File: src/rtl/core/slcan_pkg.sv
// Package for the serial-line CAN command parser.
// Holds the item and result types, command and action codes and the hex decoder.
// No dependencies.
package slcan_pkg;

  localparam logic [7:0] CH_OPEN    = 8'h4F;  // 'O'
  localparam logic [7:0] CH_CLOSE   = 8'h43;  // 'C'
  localparam logic [7:0] CH_FRAME_L = 8'h74;  // 't'
  localparam logic [7:0] CH_FRAME_U = 8'h54;  // 'T'

  localparam logic [7:0] CH_DIGIT_0 = 8'h30;
  localparam logic [7:0] CH_DIGIT_9 = 8'h39;
  localparam logic [7:0] CH_HEX_A   = 8'h41;
  localparam logic [7:0] CH_HEX_F   = 8'h46;

  localparam logic [3:0] MAX_LEN    = 4'd8;

  localparam logic [1:0] ACT_NONE  = 2'd0;
  localparam logic [1:0] ACT_OPEN  = 2'd1;
  localparam logic [1:0] ACT_CLOSE = 2'd2;
  localparam logic [1:0] ACT_FRAME = 2'd3;

  typedef struct packed {
    logic [7:0] byte_value;
    logic       last_of_command;
  } slcan_item_t;

  typedef struct packed {
    logic [1:0]  action;
    logic        send_ack;
    logic        transmit;
    logic [11:0] frame_id;
    logic [3:0]  frame_length;
    logic [63:0] frame_data;
  } slcan_result_t;

  // Uppercase hex digit to nibble; every other character decodes as zero.
  function automatic logic [3:0] hex_value(input logic [7:0] c);
    logic [7:0] v;
    v = 8'd0;
    if (c >= CH_DIGIT_0 && c <= CH_DIGIT_9) begin
      v = c - CH_DIGIT_0;
    end else if (c >= CH_HEX_A && c <= CH_HEX_F) begin
      v = c - CH_HEX_A + 8'd10;
    end
    return v[3:0];
  endfunction

endpackage

File: src/rtl/core/slcan_command_parser.sv
// Top level of the serial-line CAN ASCII command parser.
// Depends on slcan_pkg, slcan_in_stage, slcan_parser and slcan_out_stage.
//
// Usage: one ASCII character of a command line arrives per in_ transaction,
// with in_last_of_command set on its final character. The first character
// picks the command ('O' open, 'C' close, 't' or 'T' frame); for a frame the
// next ID_DIGITS characters are the identifier, then one length digit, then
// pairs of data digits. Only the last character of a known command yields an
// out_ transaction; every other character yields none, and the parser state
// clears after each last character.
//
// The accepted last character sits in the input register, and its decoded
// result is captured in the result register at an edge on which that
// register has room; out_valid then offers it.
// Throughput: one character per cycle while out_ready keeps the result
// register from blocking, with a single decode step between the two registers.
// Reset (rst_n low, synchronous) empties both registers and clears the
// command state. When the receiver holds out_ready low with a result waiting,
// one more character is held in the input register and in_ready then drops
// until the result is taken.
module slcan_command_parser import slcan_pkg::*; #(
  parameter int MAX_DATA_BYTES = 8,
  parameter int ID_DIGITS      = 3
) (
  input  logic        clk,
  input  logic        rst_n,
  input  logic        in_valid,
  output logic        in_ready,
  input  logic [7:0]  in_byte_value,
  input  logic        in_last_of_command,
  output logic        out_valid,
  input  logic        out_ready,
  output logic [1:0]  out_action,
  output logic        out_send_ack,
  output logic        out_transmit,
  output logic [11:0] out_frame_id,
  output logic [3:0]  out_frame_length,
  output logic [63:0] out_frame_data
);

  slcan_item_t   in_item;
  slcan_item_t   item;
  logic          item_valid;
  logic          advance;
  logic          res_valid;
  slcan_result_t res;
  slcan_result_t out_res;

  assign in_item.byte_value      = in_byte_value;
  assign in_item.last_of_command = in_last_of_command;

  slcan_in_stage u_in_stage (
    .clk        (clk),
    .rst_n      (rst_n),
    .in_valid   (in_valid),
    .in_ready   (in_ready),
    .in_item    (in_item),
    .advance    (advance),
    .item_valid (item_valid),
    .item       (item)
  );

  slcan_parser #(
    .MAX_DATA_BYTES (MAX_DATA_BYTES),
    .ID_DIGITS      (ID_DIGITS)
  ) u_parser (
    .clk        (clk),
    .rst_n      (rst_n),
    .item_valid (item_valid),
    .item       (item),
    .advance    (advance),
    .res_valid  (res_valid),
    .res        (res)
  );

  slcan_out_stage u_out_stage (
    .clk       (clk),
    .rst_n     (rst_n),
    .res_valid (res_valid),
    .res       (res),
    .advance   (advance),
    .out_valid (out_valid),
    .out_ready (out_ready),
    .out_res   (out_res)
  );

  assign out_action       = out_res.action;
  assign out_send_ack     = out_res.send_ack;
  assign out_transmit     = out_res.transmit;
  assign out_frame_id     = out_res.frame_id;
  assign out_frame_length = out_res.frame_length;
  assign out_frame_data   = out_res.frame_data;

  // A result is only formed when the result register has room for it.
  a_res_has_slot: assert property (@(posedge clk) disable iff (!rst_n)
    res_valid |-> !out_valid || out_ready)
    else $error("result formed while result register is blocked");

endmodule

File: src/rtl/core/slcan_in_stage.sv
// Input register of the command parser: holds one accepted character.
// Depends on slcan_pkg.
module slcan_in_stage import slcan_pkg::*; (
  input  logic        clk,
  input  logic        rst_n,
  input  logic        in_valid,
  output logic        in_ready,
  input  slcan_item_t in_item,
  input  logic        advance,
  output logic        item_valid,
  output slcan_item_t item
);

  logic        valid_r, valid_nxt;
  slcan_item_t item_r, item_nxt;

  // The held character leaves whenever the parser steps, so a new one may enter.
  assign in_ready = !valid_r || advance;

  always_comb begin
    valid_nxt = valid_r;
    item_nxt  = item_r;
    if (in_ready) begin
      valid_nxt = in_valid;
      if (in_valid) begin
        item_nxt = in_item;
      end
    end
  end

  always_ff @(posedge clk) begin
    if (!rst_n) begin
      valid_r <= 1'b0;
    end else begin
      valid_r <= valid_nxt;
    end
    item_r <= item_nxt;
  end

  assign item_valid = valid_r;
  assign item       = item_r;

endmodule

File: src/rtl/core/slcan_parser.sv
// Command state and decode of the parser: accumulates one command line and
// forms the result on its last character. Depends on slcan_pkg.
module slcan_parser import slcan_pkg::*; #(
  parameter int MAX_DATA_BYTES = 8,
  parameter int ID_DIGITS      = 3
) (
  input  logic          clk,
  input  logic          rst_n,
  input  logic          item_valid,
  input  slcan_item_t   item,
  input  logic          advance,
  output logic          res_valid,
  output slcan_result_t res
);

  localparam int         DATA_W  = 8 * MAX_DATA_BYTES;
  localparam int         NIBBLES = 2 * MAX_DATA_BYTES;
  localparam logic [4:0] ID_LAST = 5'(ID_DIGITS);
  localparam logic [4:0] LEN_POS = 5'(ID_DIGITS + 1);
  localparam logic [4:0] POS_MAX = 5'd31;

  logic [4:0]        pos_r, pos_nxt;
  logic [7:0]        letter_r, letter_nxt;
  logic [11:0]       id_r, id_nxt;
  logic [3:0]        len_r, len_nxt;
  logic [DATA_W-1:0] data_r, data_nxt;

  logic              do_step;
  logic [3:0]        nib;
  logic [7:0]        letter_cur;
  logic [11:0]       id_cur;
  logic [3:0]        len_cur;
  logic [DATA_W-1:0] data_cur;
  logic [DATA_W-1:0] data_masked;
  logic              is_frame;
  logic              known;
  logic              tx_ok;

  assign do_step = item_valid && advance;
  assign nib     = hex_value(item.byte_value);

  // State as it stands once this character is taken in.
  always_comb begin
    letter_cur = (pos_r == 5'd0) ? item.byte_value : letter_r;
    id_cur     = (pos_r != 5'd0 && pos_r <= ID_LAST) ? {id_r[7:0], nib} : id_r;
    len_cur    = (pos_r == LEN_POS) ? nib : len_r;
    data_cur   = data_r;
    // Even data digits are the high nibble of a byte, odd ones the low nibble.
    for (int k = 0; k < NIBBLES; k++) begin
      if (pos_r == 5'(ID_DIGITS + 2 + k)) begin
        data_cur[8 * (k >> 1) + ((k & 1) == 0 ? 4 : 0) +: 4] = nib;
      end
    end
  end

  always_comb begin
    for (int b = 0; b < MAX_DATA_BYTES; b++) begin
      data_masked[8 * b +: 8] = (4'(b) < len_cur) ? data_cur[8 * b +: 8] : 8'd0;
    end
  end

  assign is_frame = (letter_cur == CH_FRAME_L) || (letter_cur == CH_FRAME_U);
  assign known    = (letter_cur == CH_OPEN) || (letter_cur == CH_CLOSE) || is_frame;
  assign tx_ok    = is_frame && (id_cur != 12'd0) && (len_cur <= MAX_LEN);

  assign res_valid = do_step && item.last_of_command && known;

  always_comb begin
    res = '0;
    priority if (letter_cur == CH_OPEN) begin
      res.action = ACT_OPEN;
    end else if (letter_cur == CH_CLOSE) begin
      res.action   = ACT_CLOSE;
      res.send_ack = 1'b1;
    end else if (is_frame) begin
      res.action   = ACT_FRAME;
      res.send_ack = 1'b1;
      if (tx_ok) begin
        res.transmit     = 1'b1;
        res.frame_id     = id_cur;
        res.frame_length = len_cur;
        res.frame_data   = 64'(data_masked);
      end
    end else begin
      res.action = ACT_NONE;
    end
  end

  always_comb begin
    pos_nxt    = pos_r;
    letter_nxt = letter_r;
    id_nxt     = id_r;
    len_nxt    = len_r;
    data_nxt   = data_r;
    if (do_step) begin
      if (item.last_of_command) begin
        pos_nxt    = 5'd0;
        letter_nxt = 8'd0;
        id_nxt     = 12'd0;
        len_nxt    = 4'd0;
        data_nxt   = '0;
      end else begin
        pos_nxt    = (pos_r == POS_MAX) ? pos_r : pos_r + 5'd1;
        letter_nxt = letter_cur;
        id_nxt     = id_cur;
        len_nxt    = len_cur;
        data_nxt   = data_cur;
      end
    end
  end

  always_ff @(posedge clk) begin
    if (!rst_n) begin
      pos_r    <= 5'd0;
      letter_r <= 8'd0;
      id_r     <= 12'd0;
      len_r    <= 4'd0;
      data_r   <= '0;
    end else begin
      pos_r    <= pos_nxt;
      letter_r <= letter_nxt;
      id_r     <= id_nxt;
      len_r    <= len_nxt;
      data_r   <= data_nxt;
    end
  end

  a_last_clears: assert property (@(posedge clk) disable iff (!rst_n)
    do_step && item.last_of_command |=> pos_r == 5'd0 && id_r == 12'd0)
    else $error("command state not cleared after last character");

  a_tx_is_frame: assert property (@(posedge clk) disable iff (!rst_n)
    res_valid && res.transmit |-> res.action == ACT_FRAME && res.frame_length <= MAX_LEN)
    else $error("transmit outside a valid frame command");

  a_no_tx_zero: assert property (@(posedge clk) disable iff (!rst_n)
    res_valid && !res.transmit |->
      res.frame_id == 12'd0 && res.frame_length == 4'd0 && res.frame_data == 64'd0)
    else $error("frame fields not zero without transmit");

endmodule

File: src/rtl/core/slcan_out_stage.sv
// Result register of the command parser, drained by the out_ channel.
// Depends on slcan_pkg.
module slcan_out_stage import slcan_pkg::*; (
  input  logic          clk,
  input  logic          rst_n,
  input  logic          res_valid,
  input  slcan_result_t res,
  output logic          advance,
  output logic          out_valid,
  input  logic          out_ready,
  output slcan_result_t out_res
);

  logic          valid_r, valid_nxt;
  slcan_result_t res_r, res_nxt;

  // The parser may step whenever the result register is empty or being emptied.
  assign advance = !valid_r || out_ready;

  always_comb begin
    valid_nxt = valid_r;
    res_nxt   = res_r;
    if (advance) begin
      valid_nxt = res_valid;
      if (res_valid) begin
        res_nxt = res;
      end
    end
  end

  always_ff @(posedge clk) begin
    if (!rst_n) begin
      valid_r <= 1'b0;
    end else begin
      valid_r <= valid_nxt;
    end
    res_r <= res_nxt;
  end

  assign out_valid = valid_r;
  assign out_res   = res_r;

endmodule

File: config.mk
export PLATFORM = sky130hd
export DESIGN_NAME = slcan_command_parser
export DESIGN_NICKNAME = d
export VERILOG_FILES = /design/src/rtl/core/slcan_pkg.sv /design/src/rtl/core/slcan_command_parser.sv /design/src/rtl/core/slcan_in_stage.sv /design/src/rtl/core/slcan_parser.sv /design/src/rtl/core/slcan_out_stage.sv
export SDC_FILE = /design/constraint.sdc
export NUM_CORES = 1
export LEC_CHECK = 0
export ABC_AREA = 1
export BUFFER_PORTS_ARGS = -buffer_cell sky130_fd_sc_hd__buf_4
export CELL_PAD_IN_SITES_DETAIL_PLACEMENT = 0
export CELL_PAD_IN_SITES_GLOBAL_PLACEMENT = 1
export CORE_MARGIN = 2
export CORE_UTILIZATION = 43
export DETAILED_ROUTE_END_ITERATION = 10
export PLACE_DENSITY = 0.84
export SLEW_MARGIN = 10
export SYNTH_ARGS = -nofsm -noshare
export SYNTH_HDL_FRONTEND = slang
export SYNTH_HIERARCHICAL = 1
export SYNTH_SLANG_ARGS = --single-unit
export TNS_END_PERCENT = 1
File: constraint.sdc
create_clock -name clk -period 7.6 [get_ports clk]
set_input_delay 0.76 -clock clk [delete_from_list [all_inputs] [get_ports clk]]
set_output_delay 0.76 -clock clk [all_outputs]
set_load 0.01 [all_outputs]
==> results of run 1 <==
-- per-stage QoR --
step           std cells   util  setup WS (ns)  cell area [sq um]
2_1_floorplan        988      -          0.934               8460
3_3_place_gp        1313  0.483           4.00               9380
3_5_place_dp        1313  0.483           3.88               9380
4_1_cts             1345  0.516           3.85              10000
5_1_grt             1345  0.516           3.49              10000
6_report            1345  0.516           3.85              10000
-- worst max-delay path: cells and delay by family (launching register included) --
kind	cells	cell delay, ns
adder cells (fa/ha/maj)	1	0.18
AND/OR/NAND/NOR	13	2.34
flip-flops	1	0.46
buffers and inverters	2	0.62
-- kinds of logic after synthesis --
family	after synthesis
AND/OR/NAND/NOR	475
flip-flops	188
buffers and inverters	135
adder cells (fa/ha/maj)	9
AO/OA/AOI/OAI	180
XOR/XNOR	1
-- synthesized netlist by cell type (all sizes together) --
library cell | count | area [sq um]
a2111oi | 1 | 8.76
a211oi | 2 | 15.0
a21oi | 79 | 403
a2bb2oi | 14 | 123
buf | 14 | 106
clkbuf | 29 | 109
clkinv | 1 | 3.75
dfxtp | 95 | 1900
edfxtp | 93 | 2790
ha | 9 | 113
inv | 91 | 344
nand2 | 291 | 1110
nand3 | 27 | 153
nand4 | 7 | 58.8
nor2 | 105 | 417
nor3 | 21 | 125
nor3b | 19 | 168
nor4 | 1 | 21.3
o21a | 5 | 37.5
o21ai | 71 | 367
o22ai | 8 | 50.1
or2 | 4 | 25.0
xor2 | 1 | 8.76
-- state kept, by name (all words and copies together), names as in the netlist --
name	cells
u_in_stage/item	9
u_in_stage/item_valid	1
u_out_stage/out_res	84
u_out_stage/out_valid	1
u_parser/data_r	64
u_parser/id_r	12
u_parser/len_r	4
u_parser/letter_r	8
u_parser/pos_r	5
-- power breakdown --
| group | total (mW) | switching, mW | internal [mW] |
|---|---|---|---|
| logic | 0.104 | 0.0762 | 0.0278 |
| clock network | 0.947 | 0.391 | 0.556 |
| registers | 1.07 | 0.00672 | 1.06 |
| total | 2.12 | 0.474 | 1.65 |
-- layout make-up --
cell class	count	share of cell area
Inverter	92	0.0349
Multi-Input combinational cell	665	0.323
Clock buffer	20	0.0437
Tap cell	265	0.0332
Timing Repair Buffer	103	0.0773
Clock inverter	12	0.0188
Sequential cell	188	0.469
-- per-layer routing --
layer | part of all wire | track usage | vias to the layer above
met4 | 0.016 | 0.0751 | 0
met2 | 0.47 | 0.321 | 159
met3 | 0.043 | 0.0308 | 24
li1 | - | - | 3410
met5 | 0 | 0 | -
met1 | 0.47 | 0.270 | 3107
-- worst max path at each step --
stage                                    to  slack (ns)  cells after the start
global route        u_out_stage/out_res[18]        3.49                     16
global placement    u_out_stage/out_res[22]        4.00                     15
detailed placement  u_out_stage/out_res[10]        3.88                     16
finish              u_out_stage/out_res[10]        3.85                     16
CTS                 u_out_stage/out_res[23]        3.85                     16
floorplan            u_out_stage/out_res[0]        0.93                     16
==> metrics.log, run 1 <==
INFO  metric yosys.area_share.simple = 0.246
INFO  metric grt_setup_unrepaired = false
INFO  metric first_iter_violations = about 520
INFO  metric synth_nets = approximately 1000
INFO  metric timing.fmax = 0.267 GHz
INFO  metric ctsLongestPathBuffers = 2
INFO  metric netlist_area_before_placement = approximately 8500 sq um
INFO  metric ys_types = 40
INFO  metric detailroute.via_count = 6700
INFO  metric grt_usage = 0.199
INFO  metric numPortBuffers = roughly 100
INFO  metric synth_mux_area_frac = 0
INFO  metric synth.yosys.seq_area_share = 0.555
INFO  metric largest_voltage_drop_on_the_vdd_net = 156 uV
INFO  metric synth_xor_area_frac = 0.00103
INFO  metric die_area = approximately 21000 sq um
INFO  metric post_cts.repair.setup_buffers = 0
INFO  metric mostFrequentLayoutCell = sky130_fd_sc_hd__nand2_1
INFO  metric r2r_setup_slack = 3.85 ns
INFO  metric cts.htree.levels = 4
INFO  metric worst_clock_skew = 0.0121 ns
INFO  metric cts_resized = 0
INFO  metric clkSlewWorstSetupHoldPaths = roughly 0.07 ns
INFO  metric tritoncts_clock_tree = done
INFO  metric multi_input_area = between 3000 and 4000 sq um
INFO  metric drt.antenna.violating_nets = 0
INFO  metric wire_length_of_the_first_global_routing_pass = 32000 um
INFO  metric grt.overflow.total = 0
INFO  metric post_synth_inst_count = 988
INFO  metric cpPeakStageDelay = 0.61 ns
INFO  metric dieWidth = about 140 um
INFO  metric maximum_number_of_pins_on_one_net_before_global_route_repair = between 80 and 90
INFO  metric synth-seq-cells = roughly 190
INFO  metric tritoncts.num_buffers = 17
INFO  metric vias_in_the_first_global_route = roughly 6200
INFO  metric detail_routed_net_length_per_standard_cell = 14.8 um
INFO  metric period_share = 0.493
INFO  metric final_max_slew_viol_count = 0
INFO  metric worst_path_max_delay_cell = sky130_fd_sc_hd__nand2_1
INFO  metric via_per_instance_ratio = ~5.0
INFO  metric crit_start = u_in_stage/item[1]
INFO  metric layout.nets = between 1000 and 1500
INFO  metric total_leakage_power = approximately 3.5 nW
INFO  metric syn2layout_area_growth = 18.2%
INFO  metric antenna_found_initial = 0
INFO  metric synth-adder-area-share = 0.0133
INFO  metric fin_crit = between 3 and 4 ns
INFO  metric placeableCoreArea = around 19000 sq um
INFO  metric worstPathCellList = inv_1 > ha_1 > nand2_1 > nand3_1 > nand2_2 > nand2_1 > nand2_1 > nand2_1 > nand2_1 > nand2_1 > nand3_1 > nand2_1 > nand3_4 > inv_4 > nand2_1 > nor2_1
INFO  metric floorplan.die.height = ~140 um
INFO  metric floorplan.initialDensity = 0.436
INFO  metric synthesized_area_fraction_occupied_by_ao_oa_aoi_and_oai_cells = 0.119
INFO  metric sum_of_routed_wire_length_over_all_layers = 19900 um
INFO  metric count_of_final_hold_check_violations = 0
INFO  metric holdCritPathClass = reg2reg
INFO  metric end_point_of_the_worst_hold_path = u_parser/len_r[2]
INFO  metric worstPathMaxFanout = 46
INFO  metric synthesis.area_per_instance = approximately 8.6 sq um
INFO  metric tightestPinTransition = between 1 and 1.5 ns
INFO  metric hold_buffers = 0
INFO  metric design_power_total = between 2 and 2.5 mW
INFO  metric timing.reg2reg.worst_path_depth = 16
INFO  metric insertion_delay = ~0.44 ns
INFO  metric critical_path_required = ~7.9 ns
INFO  metric slew_headroom = 0.328
INFO  metric layout.filler_cells = 1876
INFO  metric antennaDiodeCount = 0
INFO  metric data_arrival_critical_path = 4.05 ns
INFO  metric r2r_end = u_out_stage/out_res[10]
INFO  metric min_from = u_parser/len_r[2]
INFO  metric number_of_top_level_design_ports = about 100
INFO  metric hold_slack = 0.462 ns
INFO  metric run_status = completed
INFO  metric drv_cap = 0
INFO  metric final.setup.tns = 0 ns
INFO  metric place_hpwl = roughly 13000 um
INFO  metric power_density = roughly 210 nW/um^2
INFO  metric remaining_drc_errors = 0
INFO  metric worst-setup-path-type = reg2reg
INFO  metric yosysWarnings = 6
INFO  metric crit_path_frequent_cell = sky130_fd_sc_hd__nand2_1
INFO  metric setup-violations-final = 0
INFO  metric count_of_tritonroute_iterations_in_the_first_routing_pass = 6
INFO  metric cp-start-kind = flip-flop
INFO  metric ff_latch_area = 4690 sq um
INFO  metric row_count = 51
INFO  metric most_used_cells_in_the_layout_excluding_fill_and_tap_cells = sky130_fd_sc_hd__nand2_1, sky130_fd_sc_hd__buf_4, sky130_fd_sc_hd__nor2_1
INFO  metric routability_cong = between 0.8 and 0.9
INFO  metric post_route_cells_drive_above_1_share = 0.162
INFO  metric synth_top_family_by_area = simple AND/OR/NAND/NOR gates
INFO  metric tritoncts_num_sinks = around 190
INFO  metric endpoint_kind = flip-flop
INFO  metric cts-root-buf = sky130_fd_sc_hd__clkbuf_16
INFO  metric hold_path_depth = 2
INFO  metric crit-reg2reg-launch = u_in_stage/item[1]
Power figures use the tool's default switching activity.
==> run 2: changes to the inputs <==
--- a/config.mk
+++ b/config.mk
@@ -10,9 +10,9 @@
 export CELL_PAD_IN_SITES_DETAIL_PLACEMENT = 0
 export CELL_PAD_IN_SITES_GLOBAL_PLACEMENT = 1
 export CORE_MARGIN = 2
-export CORE_UTILIZATION = 43
+export CORE_UTILIZATION = 40
 export DETAILED_ROUTE_END_ITERATION = 10
-export PLACE_DENSITY = 0.84
+export PLACE_DENSITY = 0.82
 export SLEW_MARGIN = 10
 export SYNTH_ARGS = -nofsm -noshare
 export SYNTH_HDL_FRONTEND = slang
==> constraint.sdc (replaced) <==
create_clock -name clk -period 3.1 [get_ports clk]
set_input_delay 0.31 -clock clk [delete_from_list [all_inputs] [get_ports clk]]
set_output_delay 0.31 -clock clk [all_outputs]
set_load 0.01 [all_outputs]
==> run 2 against run 1 <==
  * First-iteration DRC count is 11% lower
  * Clock skew is 0.0011 ns lower
  * Worst setup slack worse by 3.6 ns
  * Critical path depth is 1 lower
  * Sequential cell count stayed put
  * Clock power is 120% higher
  * Critical endpoint is now u_out_stage/out_res[17]
==> metrics.log, run 2 (synthesis gave the netlist of run 1 again) <==
INFO  metric cts.htree.levels = 4 (unchanged)
INFO  metric die_area = 22300 sq um (+7.3%)
INFO  metric setup-violations-final = 0 (unchanged)
INFO  metric routed_length_on_met2 = 9690 um (+4.3%)
INFO  metric wire_length_of_the_first_global_routing_pass = 33100 um (+3.4%)
INFO  metric vias_in_the_first_global_route = 6390 (+2.9%)
INFO  metric place_area = 9640 sq um (+2.8%)
INFO  metric cts-root-buf = sky130_fd_sc_hd__clkbuf_16
INFO  metric final_max_slew_viol_count = 0 (unchanged)
INFO  metric timing.fmax = 0.353 GHz (+32%)
INFO  metric hold_buffers = 0 (unchanged)
INFO  metric critical_path_required = 3.22 ns (-4.68 ns)
INFO  metric drv_cap = 0 (unchanged)
INFO  metric routability_cong = 0.851 (+4.3%)
INFO  metric multi_input_area = 3270 sq um (+1.4%)
INFO  metric most_used_cells_in_the_layout_excluding_fill_and_tap_cells = sky130_fd_sc_hd__nand2_1, sky130_fd_sc_hd__buf_4, sky130_fd_sc_hd__nor2_1
INFO  metric largest_register_ff_count = 84 (unchanged)
INFO  metric first_iter_violations = 467 (-11%)
INFO  metric met1_length = 9800 um (+3.5%)
INFO  metric post_route_cells_drive_above_1_share = 0.194 (+0.0318)
INFO  metric floorplan.initialDensity = 0.405 (-0.0311)
INFO  metric count_of_tritonroute_iterations_in_the_first_routing_pass = 5 (-1)
INFO  metric ff_latch_area = 4700 sq um (about the same)
INFO  metric number_of_top_level_design_ports = 99 (unchanged)
INFO  metric fin_crit = 2.84 ns (-0.913 ns)
INFO  metric maximum_number_of_pins_on_one_net_before_global_route_repair = 82 (-3.5%)
INFO  metric dr.max_layer_used = met4
INFO  metric mostFrequentLayoutCell = sky130_fd_sc_hd__nand2_1
INFO  metric antenna_found_initial = 0 (unchanged)
INFO  metric dieWidth = 149 um (+3.6%)
INFO  metric data_arrival_critical_path = 2.95 ns (-1.10 ns)
INFO  metric run_status = completed
INFO  metric worst_clock_skew = 0.0111 ns (-0.00105 ns)
INFO  metric endpoint_kind = flip-flop
INFO  metric tritoncts_num_sinks = 188 (unchanged)
INFO  metric design_power_total = 4.99 mW (+140%)
INFO  metric syn2layout_area_growth = 20.7%
INFO  metric sum_of_routed_wire_length_over_all_layers = 20600 um (+3.6%)
INFO  metric met3_length = 836 um (-1.6%)
INFO  metric insertion_delay = 0.44 ns (about the same)
INFO  metric worstPathMaxFanout = 45 (-2.2%)
INFO  metric layout.core_utilization = 0.489 (-0.0264)
INFO  metric tritoncts_clock_tree = done
INFO  metric clkSlewWorstSetupHoldPaths = 0.07 ns (about the same)
INFO  metric via_per_instance_ratio = 4.89 (-1.8%)
INFO  metric worst_path_max_delay_cell = sky130_fd_sc_hd__dfxtp_2
INFO  metric largest_voltage_drop_on_the_vdd_net = 312 uV (+100%)
INFO  metric final.setup.tns = 0 ns (unchanged)
INFO  metric slew_headroom = 0.378 (+0.0500)
INFO  metric remaining_drc_errors = 0 (unchanged)
INFO  metric count_of_final_hold_check_violations = 0 (unchanged)
INFO  metric tritoncts.num_buffers = 17 (unchanged)
INFO  metric drt.antenna.violating_nets = 0 (unchanged)
INFO  metric crit_start = u_parser/pos_r[0]
INFO  metric row_count = 53 (+3.9%)
INFO  metric cp-start-kind = flip-flop
INFO  metric period_share = 0.915 (+0.422)
INFO  metric worst-setup-path-type = reg2reg
INFO  metric grt_usage = 0.192 (-0.00711)
INFO  metric crit-reg2reg-launch = u_parser/pos_r[0]
INFO  metric place_hpwl = 13400 um (+6.7%)
INFO  metric final_cell_area = 10200 sq um (+2.2%)
INFO  metric detail_routed_net_length_per_standard_cell = 15.0 um (+1.0%)
INFO  metric cpPeakStageDelay = 0.35 ns (-0.26 ns)
INFO  metric holdCritPathClass = in2reg
INFO  metric total_leakage_power = 3.59 nW (+3.1%)
INFO  metric min_from = in_byte_value[5]
INFO  metric numPortBuffers = 98 (unchanged)
INFO  metric floorplan.die.height = 149 um (+3.6%)
INFO  metric ctsLongestPathBuffers = 2 (unchanged)
INFO  metric placeableCoreArea = 20900 sq um (+7.7%)
INFO  metric worstPathCellList = inv_2 > ha_4 > inv_4 > nor2_4 > nand2_4 > o21ai_1 > nand3_2 > nor4_4 > inv_1 > nand3_1 > nand3_1 > inv_1 > inv_2 > a21oi_4 > buf_12
INFO  metric detailroute.via_count = 6746 (+0.69%)
INFO  metric grt_setup_unrepaired = false
INFO  metric grt.overflow.total = 0 (unchanged)
INFO  metric antennaDiodeCount = 0 (unchanged)
INFO  metric layout.filler_cells = 1981 (+5.6%)
INFO  metric power_density = 488 nW/um^2 (+130%)
INFO  metric tightestPinTransition = 0.933 ns (-0.0749 ns)
INFO  metric layout.nets = 1113 (+2.2%)
-- run 2: power by group --
part | leakage, nW | total [mW] | internal [mW] | switching, mW
Clock | 0.264 | 2.09 | 1.14 | 0.950
Sequential | 1.65 | 2.62 | 2.61 | 0.0166
Combinational | 1.67 | 0.281 | 0.0845 | 0.197
-- run 2: layout make-up --
cell class,count,area share
multi-input combinational,665,0.320
sequential,188,0.460
tap,275,0.0337
timing repair buffer,127,0.0970
clock buffer,20,0.0437
clock inverter,12,0.0111
inverter,92,0.0345
-- run 2: worst paths after layout --
check / endpoint / slack [ns] / depth (start not counted)
worst max-delay path: u_out_stage/out_res[17] / 0.26 / 15
worst min-delay path: u_in_stage/item[6] / 0.05 / 1
worst max register to register: u_out_stage/out_res[17] / 0.26 / 15
worst min register to register: u_parser/data_r[3] / 0.46 / 2
-- run 2: critical path, delay by kind of cell, from the launching register on --
kind / cells / cell delay [ns]
AO/OA/AOI/OAI: 2 / 0.46
flip-flops: 1 / 0.35
adder cells (fa/ha/maj): 1 / 0.15
AND/OR/NAND/NOR: 6 / 0.84
buffers and inverters: 6 / 0.66
-- run 2: through the flow --
step	hold slack, ns	std cells	setup WS, ns
after detailed placement	0.455	1346	0.170
final	0.0478	1379	0.264
after floorplan	0.409	988	-0.582
after global routing	0.0357	1379	0.0320
after CTS	0.0352	1378	0.140
after global placement	0.451	1346	0.272
-- run 2: repair_timing --
action                                 4_1_cts  5_1_grt
endpoints found under the hold margin        0        0
setup endpoints to repair                    0       58
buffers inserted                             0        1
resized for setup                            0        4
-- run 2: routing by layer --
metal	vias up	GRT usage
li1	3462	-
met1	3130	0.258
met2	133	0.317
met3	21	0.0290
met4	0	0.0638
met5	-	0
==> run 3: changes to the inputs <==
--- a/config.mk
+++ b/config.mk
@@ -9,6 +9,7 @@
 export BUFFER_PORTS_ARGS = -buffer_cell sky130_fd_sc_hd__buf_4
 export CELL_PAD_IN_SITES_DETAIL_PLACEMENT = 0
 export CELL_PAD_IN_SITES_GLOBAL_PLACEMENT = 1
+export CORE_ASPECT_RATIO = 0.8
 export CORE_MARGIN = 2
 export CORE_UTILIZATION = 40
 export DETAILED_ROUTE_END_ITERATION = 10
==> run 3 against run 2 <==
  * Clock power is essentially flat
  * Sequential power is essentially flat
  * Non-clock buffer count shrank 2
  * Sequential share of layout area grew 0.16 points
  * Combinational power is essentially flat
  * Die area is essentially flat
  * Clock-buffer cell count grew 3
  * First-iteration DRC count grew 17%
  * Largest power group unchanged
==> metrics.log, run 3 (synthesis gave the netlist of run 1 again) <==
INFO  metric run_status = completed
INFO  metric slew_headroom = 0.382 (+0.00417)
INFO  metric grt_setup_unrepaired = false
INFO  metric hold_buffers = 0 (unchanged)
INFO  metric row_count = 47 (-11%)
INFO  metric antennaDiodeCount = 0 (unchanged)
INFO  metric mostFrequentLayoutCell = sky130_fd_sc_hd__nand2_1
INFO  metric post_cts.repair.setup_buffers = 0 (unchanged)
INFO  metric most_used_cells_in_the_layout_excluding_fill_and_tap_cells = sky130_fd_sc_hd__nand2_1, sky130_fd_sc_hd__buf_4, sky130_fd_sc_hd__nor2_1
INFO  metric wire_length_of_the_first_global_routing_pass = 33600 um (+1.4%)
INFO  metric grt_util_met2 = 0.305 (-0.0126)
INFO  metric pre_cts_ws = 0.311 ns (+0.141 ns)
INFO  metric maximum_number_of_pins_on_one_net_before_global_route_repair = 82 (unchanged)
INFO  metric tritoncts_num_sinks = 188 (unchanged)
INFO  metric data_arrival_critical_path = 2.89 ns (-0.06 ns)
INFO  metric cp-start-kind = flip-flop
INFO  metric via_per_instance_ratio = 4.96 (+1.4%)
INFO  metric design_power_total = 4.97 mW (-0.40%)
INFO  metric detail_routed_net_length_per_standard_cell = 15.3 um (+2.3%)
INFO  metric global_route.usage.met1 = 0.269 (+0.0116)
INFO  metric place_area = 9630 sq um (about the same)
INFO  metric floorplan.initialDensity = 0.409 (+0.00370)
INFO  metric cts_resized = 0 (unchanged)
INFO  metric sum_of_routed_wire_length_over_all_layers = 21000 um (+1.7%)
INFO  metric setup-violations-final = 0 (unchanged)
INFO  metric final.setup.tns = 0 ns (unchanged)
INFO  metric count_of_tritonroute_iterations_in_the_first_routing_pass = 5 (unchanged)
INFO  metric placed_cells_incl_taps = 1339 (-0.52%)
INFO  metric layout.cells.non_filler = 1371 (-0.58%)
INFO  metric worst_path_max_delay_cell = sky130_fd_sc_hd__dfxtp_2
INFO  metric insertion_delay = 0.43 ns (about the same)
INFO  metric syn2layout_area_growth = 20.3%
INFO  metric floorplan.die.height = 134 um (-10%)
INFO  metric drt.antenna.violating_nets = 0 (unchanged)
INFO  metric grt_busiest_layer = met2
INFO  metric grt.overflow.total = 0 (unchanged)
INFO  metric layout.nets = 1111 (-0.18%)
INFO  metric r2r_setup_slack = 0.32 ns (+0.06 ns)
INFO  metric cts.htree.levels = 4 (unchanged)
INFO  metric worstPathMaxFanout = 45 (unchanged)
INFO  metric fin_crit = 2.78 ns (-0.0573 ns)
INFO  metric worstPathCellList = inv_2 > ha_4 > inv_4 > nor2_4 > nand2_4 > o21ai_1 > nand3_2 > nor4_4 > inv_1 > nand3_1 > nand3_1 > inv_1 > inv_2 > a21oi_4 > buf_12
INFO  metric dieWidth = 167 um (+11%)
INFO  metric clkSlewWorstSetupHoldPaths = 0.07 ns (about the same)
INFO  metric endpoint_kind = flip-flop
INFO  metric power_density = 488 nW/um^2 (about the same)
INFO  metric count_of_final_hold_check_violations = 0 (unchanged)
INFO  metric remaining_drc_errors = 0 (unchanged)
INFO  metric crit-reg2reg-launch = u_parser/pos_r[0]
INFO  metric detailroute.via_count = 6798 (+0.77%)
INFO  metric least_setup_slack_across_all_paths_after_layout = 0.321 ns (+0.0573 ns)
INFO  metric largest_voltage_drop_on_the_vdd_net = 272 uV (-13%)
INFO  metric critical_path_required = 3.21 ns (about the same)
INFO  metric largest_register_ff_count = 84 (unchanged)
INFO  metric place_hpwl = 13600 um (+1.5%)
INFO  metric grt_usage = 0.190 (-0.00139)
INFO  metric numPortBuffers = 98 (unchanged)
INFO  metric first_iter_violations = 545 (+17%)
INFO  metric period_share = 0.896 (-0.0185)
INFO  metric placeableCoreArea = 20700 sq um (-0.90%)
INFO  metric tightestPinTransition = 0.927 ns (-0.00626 ns)
INFO  metric post_route_cells_drive_above_1_share = 0.186 (-0.00782)
INFO  metric layout.filler_cells = 1973 (-0.40%)
INFO  metric antenna_found_initial = 0 (unchanged)
INFO  metric holdCritPathClass = in2reg
INFO  metric tritoncts.num_buffers = 17 (unchanged)
INFO  metric final_max_slew_viol_count = 0 (unchanged)
INFO  metric min_from = in_byte_value[1]
INFO  metric cts-root-buf = sky130_fd_sc_hd__clkbuf_16
INFO  metric drv_cap = 0 (unchanged)
INFO  metric vias_in_the_first_global_route = 6348 (-0.66%)
INFO  metric number_of_top_level_design_ports = 99 (unchanged)
INFO  metric die_area = 22300 sq um (about the same)
INFO  metric ctsLongestPathBuffers = 2 (unchanged)
INFO  metric tritoncts_clock_tree = done
INFO  metric crit_start = u_parser/pos_r[0]
INFO  metric final_cell_area = 10200 sq um (-0.36%)
INFO  metric routability_cong = 0.828 (-2.7%)
INFO  metric timing.fmax = 0.360 GHz (+2.1%)
INFO  metric worst-setup-path-type = reg2reg
INFO  metric cpPeakStageDelay = 0.35 ns (about the same)
INFO  metric total_leakage_power = 3.58 nW (-0.30%)
INFO  metric worst_clock_skew = 0.0110 ns (-0.0000592 ns)
INFO  metric use_met3 = 0.0425 (+0.0135)
run 3: worst max-delay path, delay by kind of cell, from the launching register on:
kind                       cells  cell delay (ns)
DFF                            1             0.35
buffers and inverters          6             0.65
and+or+nand+nor                6             0.82
adders and majority gates      1             0.16
AOI/OAI and AO/OA              2             0.45
run 3: layout make-up:
class | instances | area [sq um] | area share
clock buffer | 23 | 458 | 0.0450
clock inverter | 9 | 88.8 | 0.00873
inverter | 92 | 350 | 0.0344
multi-input combinational | 665 | 3260 | 0.320
sequential | 188 | 4700 | 0.461
tap | 269 | 337 | 0.0331
timing repair buffer | 125 | 988 | 0.0971
run 3: per-layer routing:
| metal | part of all wire | up-vias |
|---|---|---|
| li1 | - | 3460 |
| met5 | 0 | - |
| met3 | 0.047 | 6 |
| met1 | 0.49 | 3188 |
| met4 | 0.0039 | 0 |
| met2 | 0.46 | 144 |
run 3: through the flow:
step	hold slack, ns	util
final	0.0558	0.492
after CTS	0.0382	0.492
after detailed placement	0.455	0.465
after global routing	0.0355	0.492
after global placement	0.450	0.465
after floorplan	0.409	-
run 3: report_power, final:
part,internal (mW),total [mW],switching (mW),leakage (nW)
logic,0.0865,0.282,0.195,1.67
clock network,1.13,2.07,0.933,0.259
registers,2.61,2.62,0.0172,1.65
total,3.83,4.97,1.15,3.58
run 3: worst paths after layout:
check                                  to  cells past startpoint
hold reg to reg       u_parser/data_r[20]                      2
setup reg to reg  u_out_stage/out_res[47]                     15
hold / removal         u_in_stage/item[2]                      1
setup / recovery  u_out_stage/out_res[47]                     15
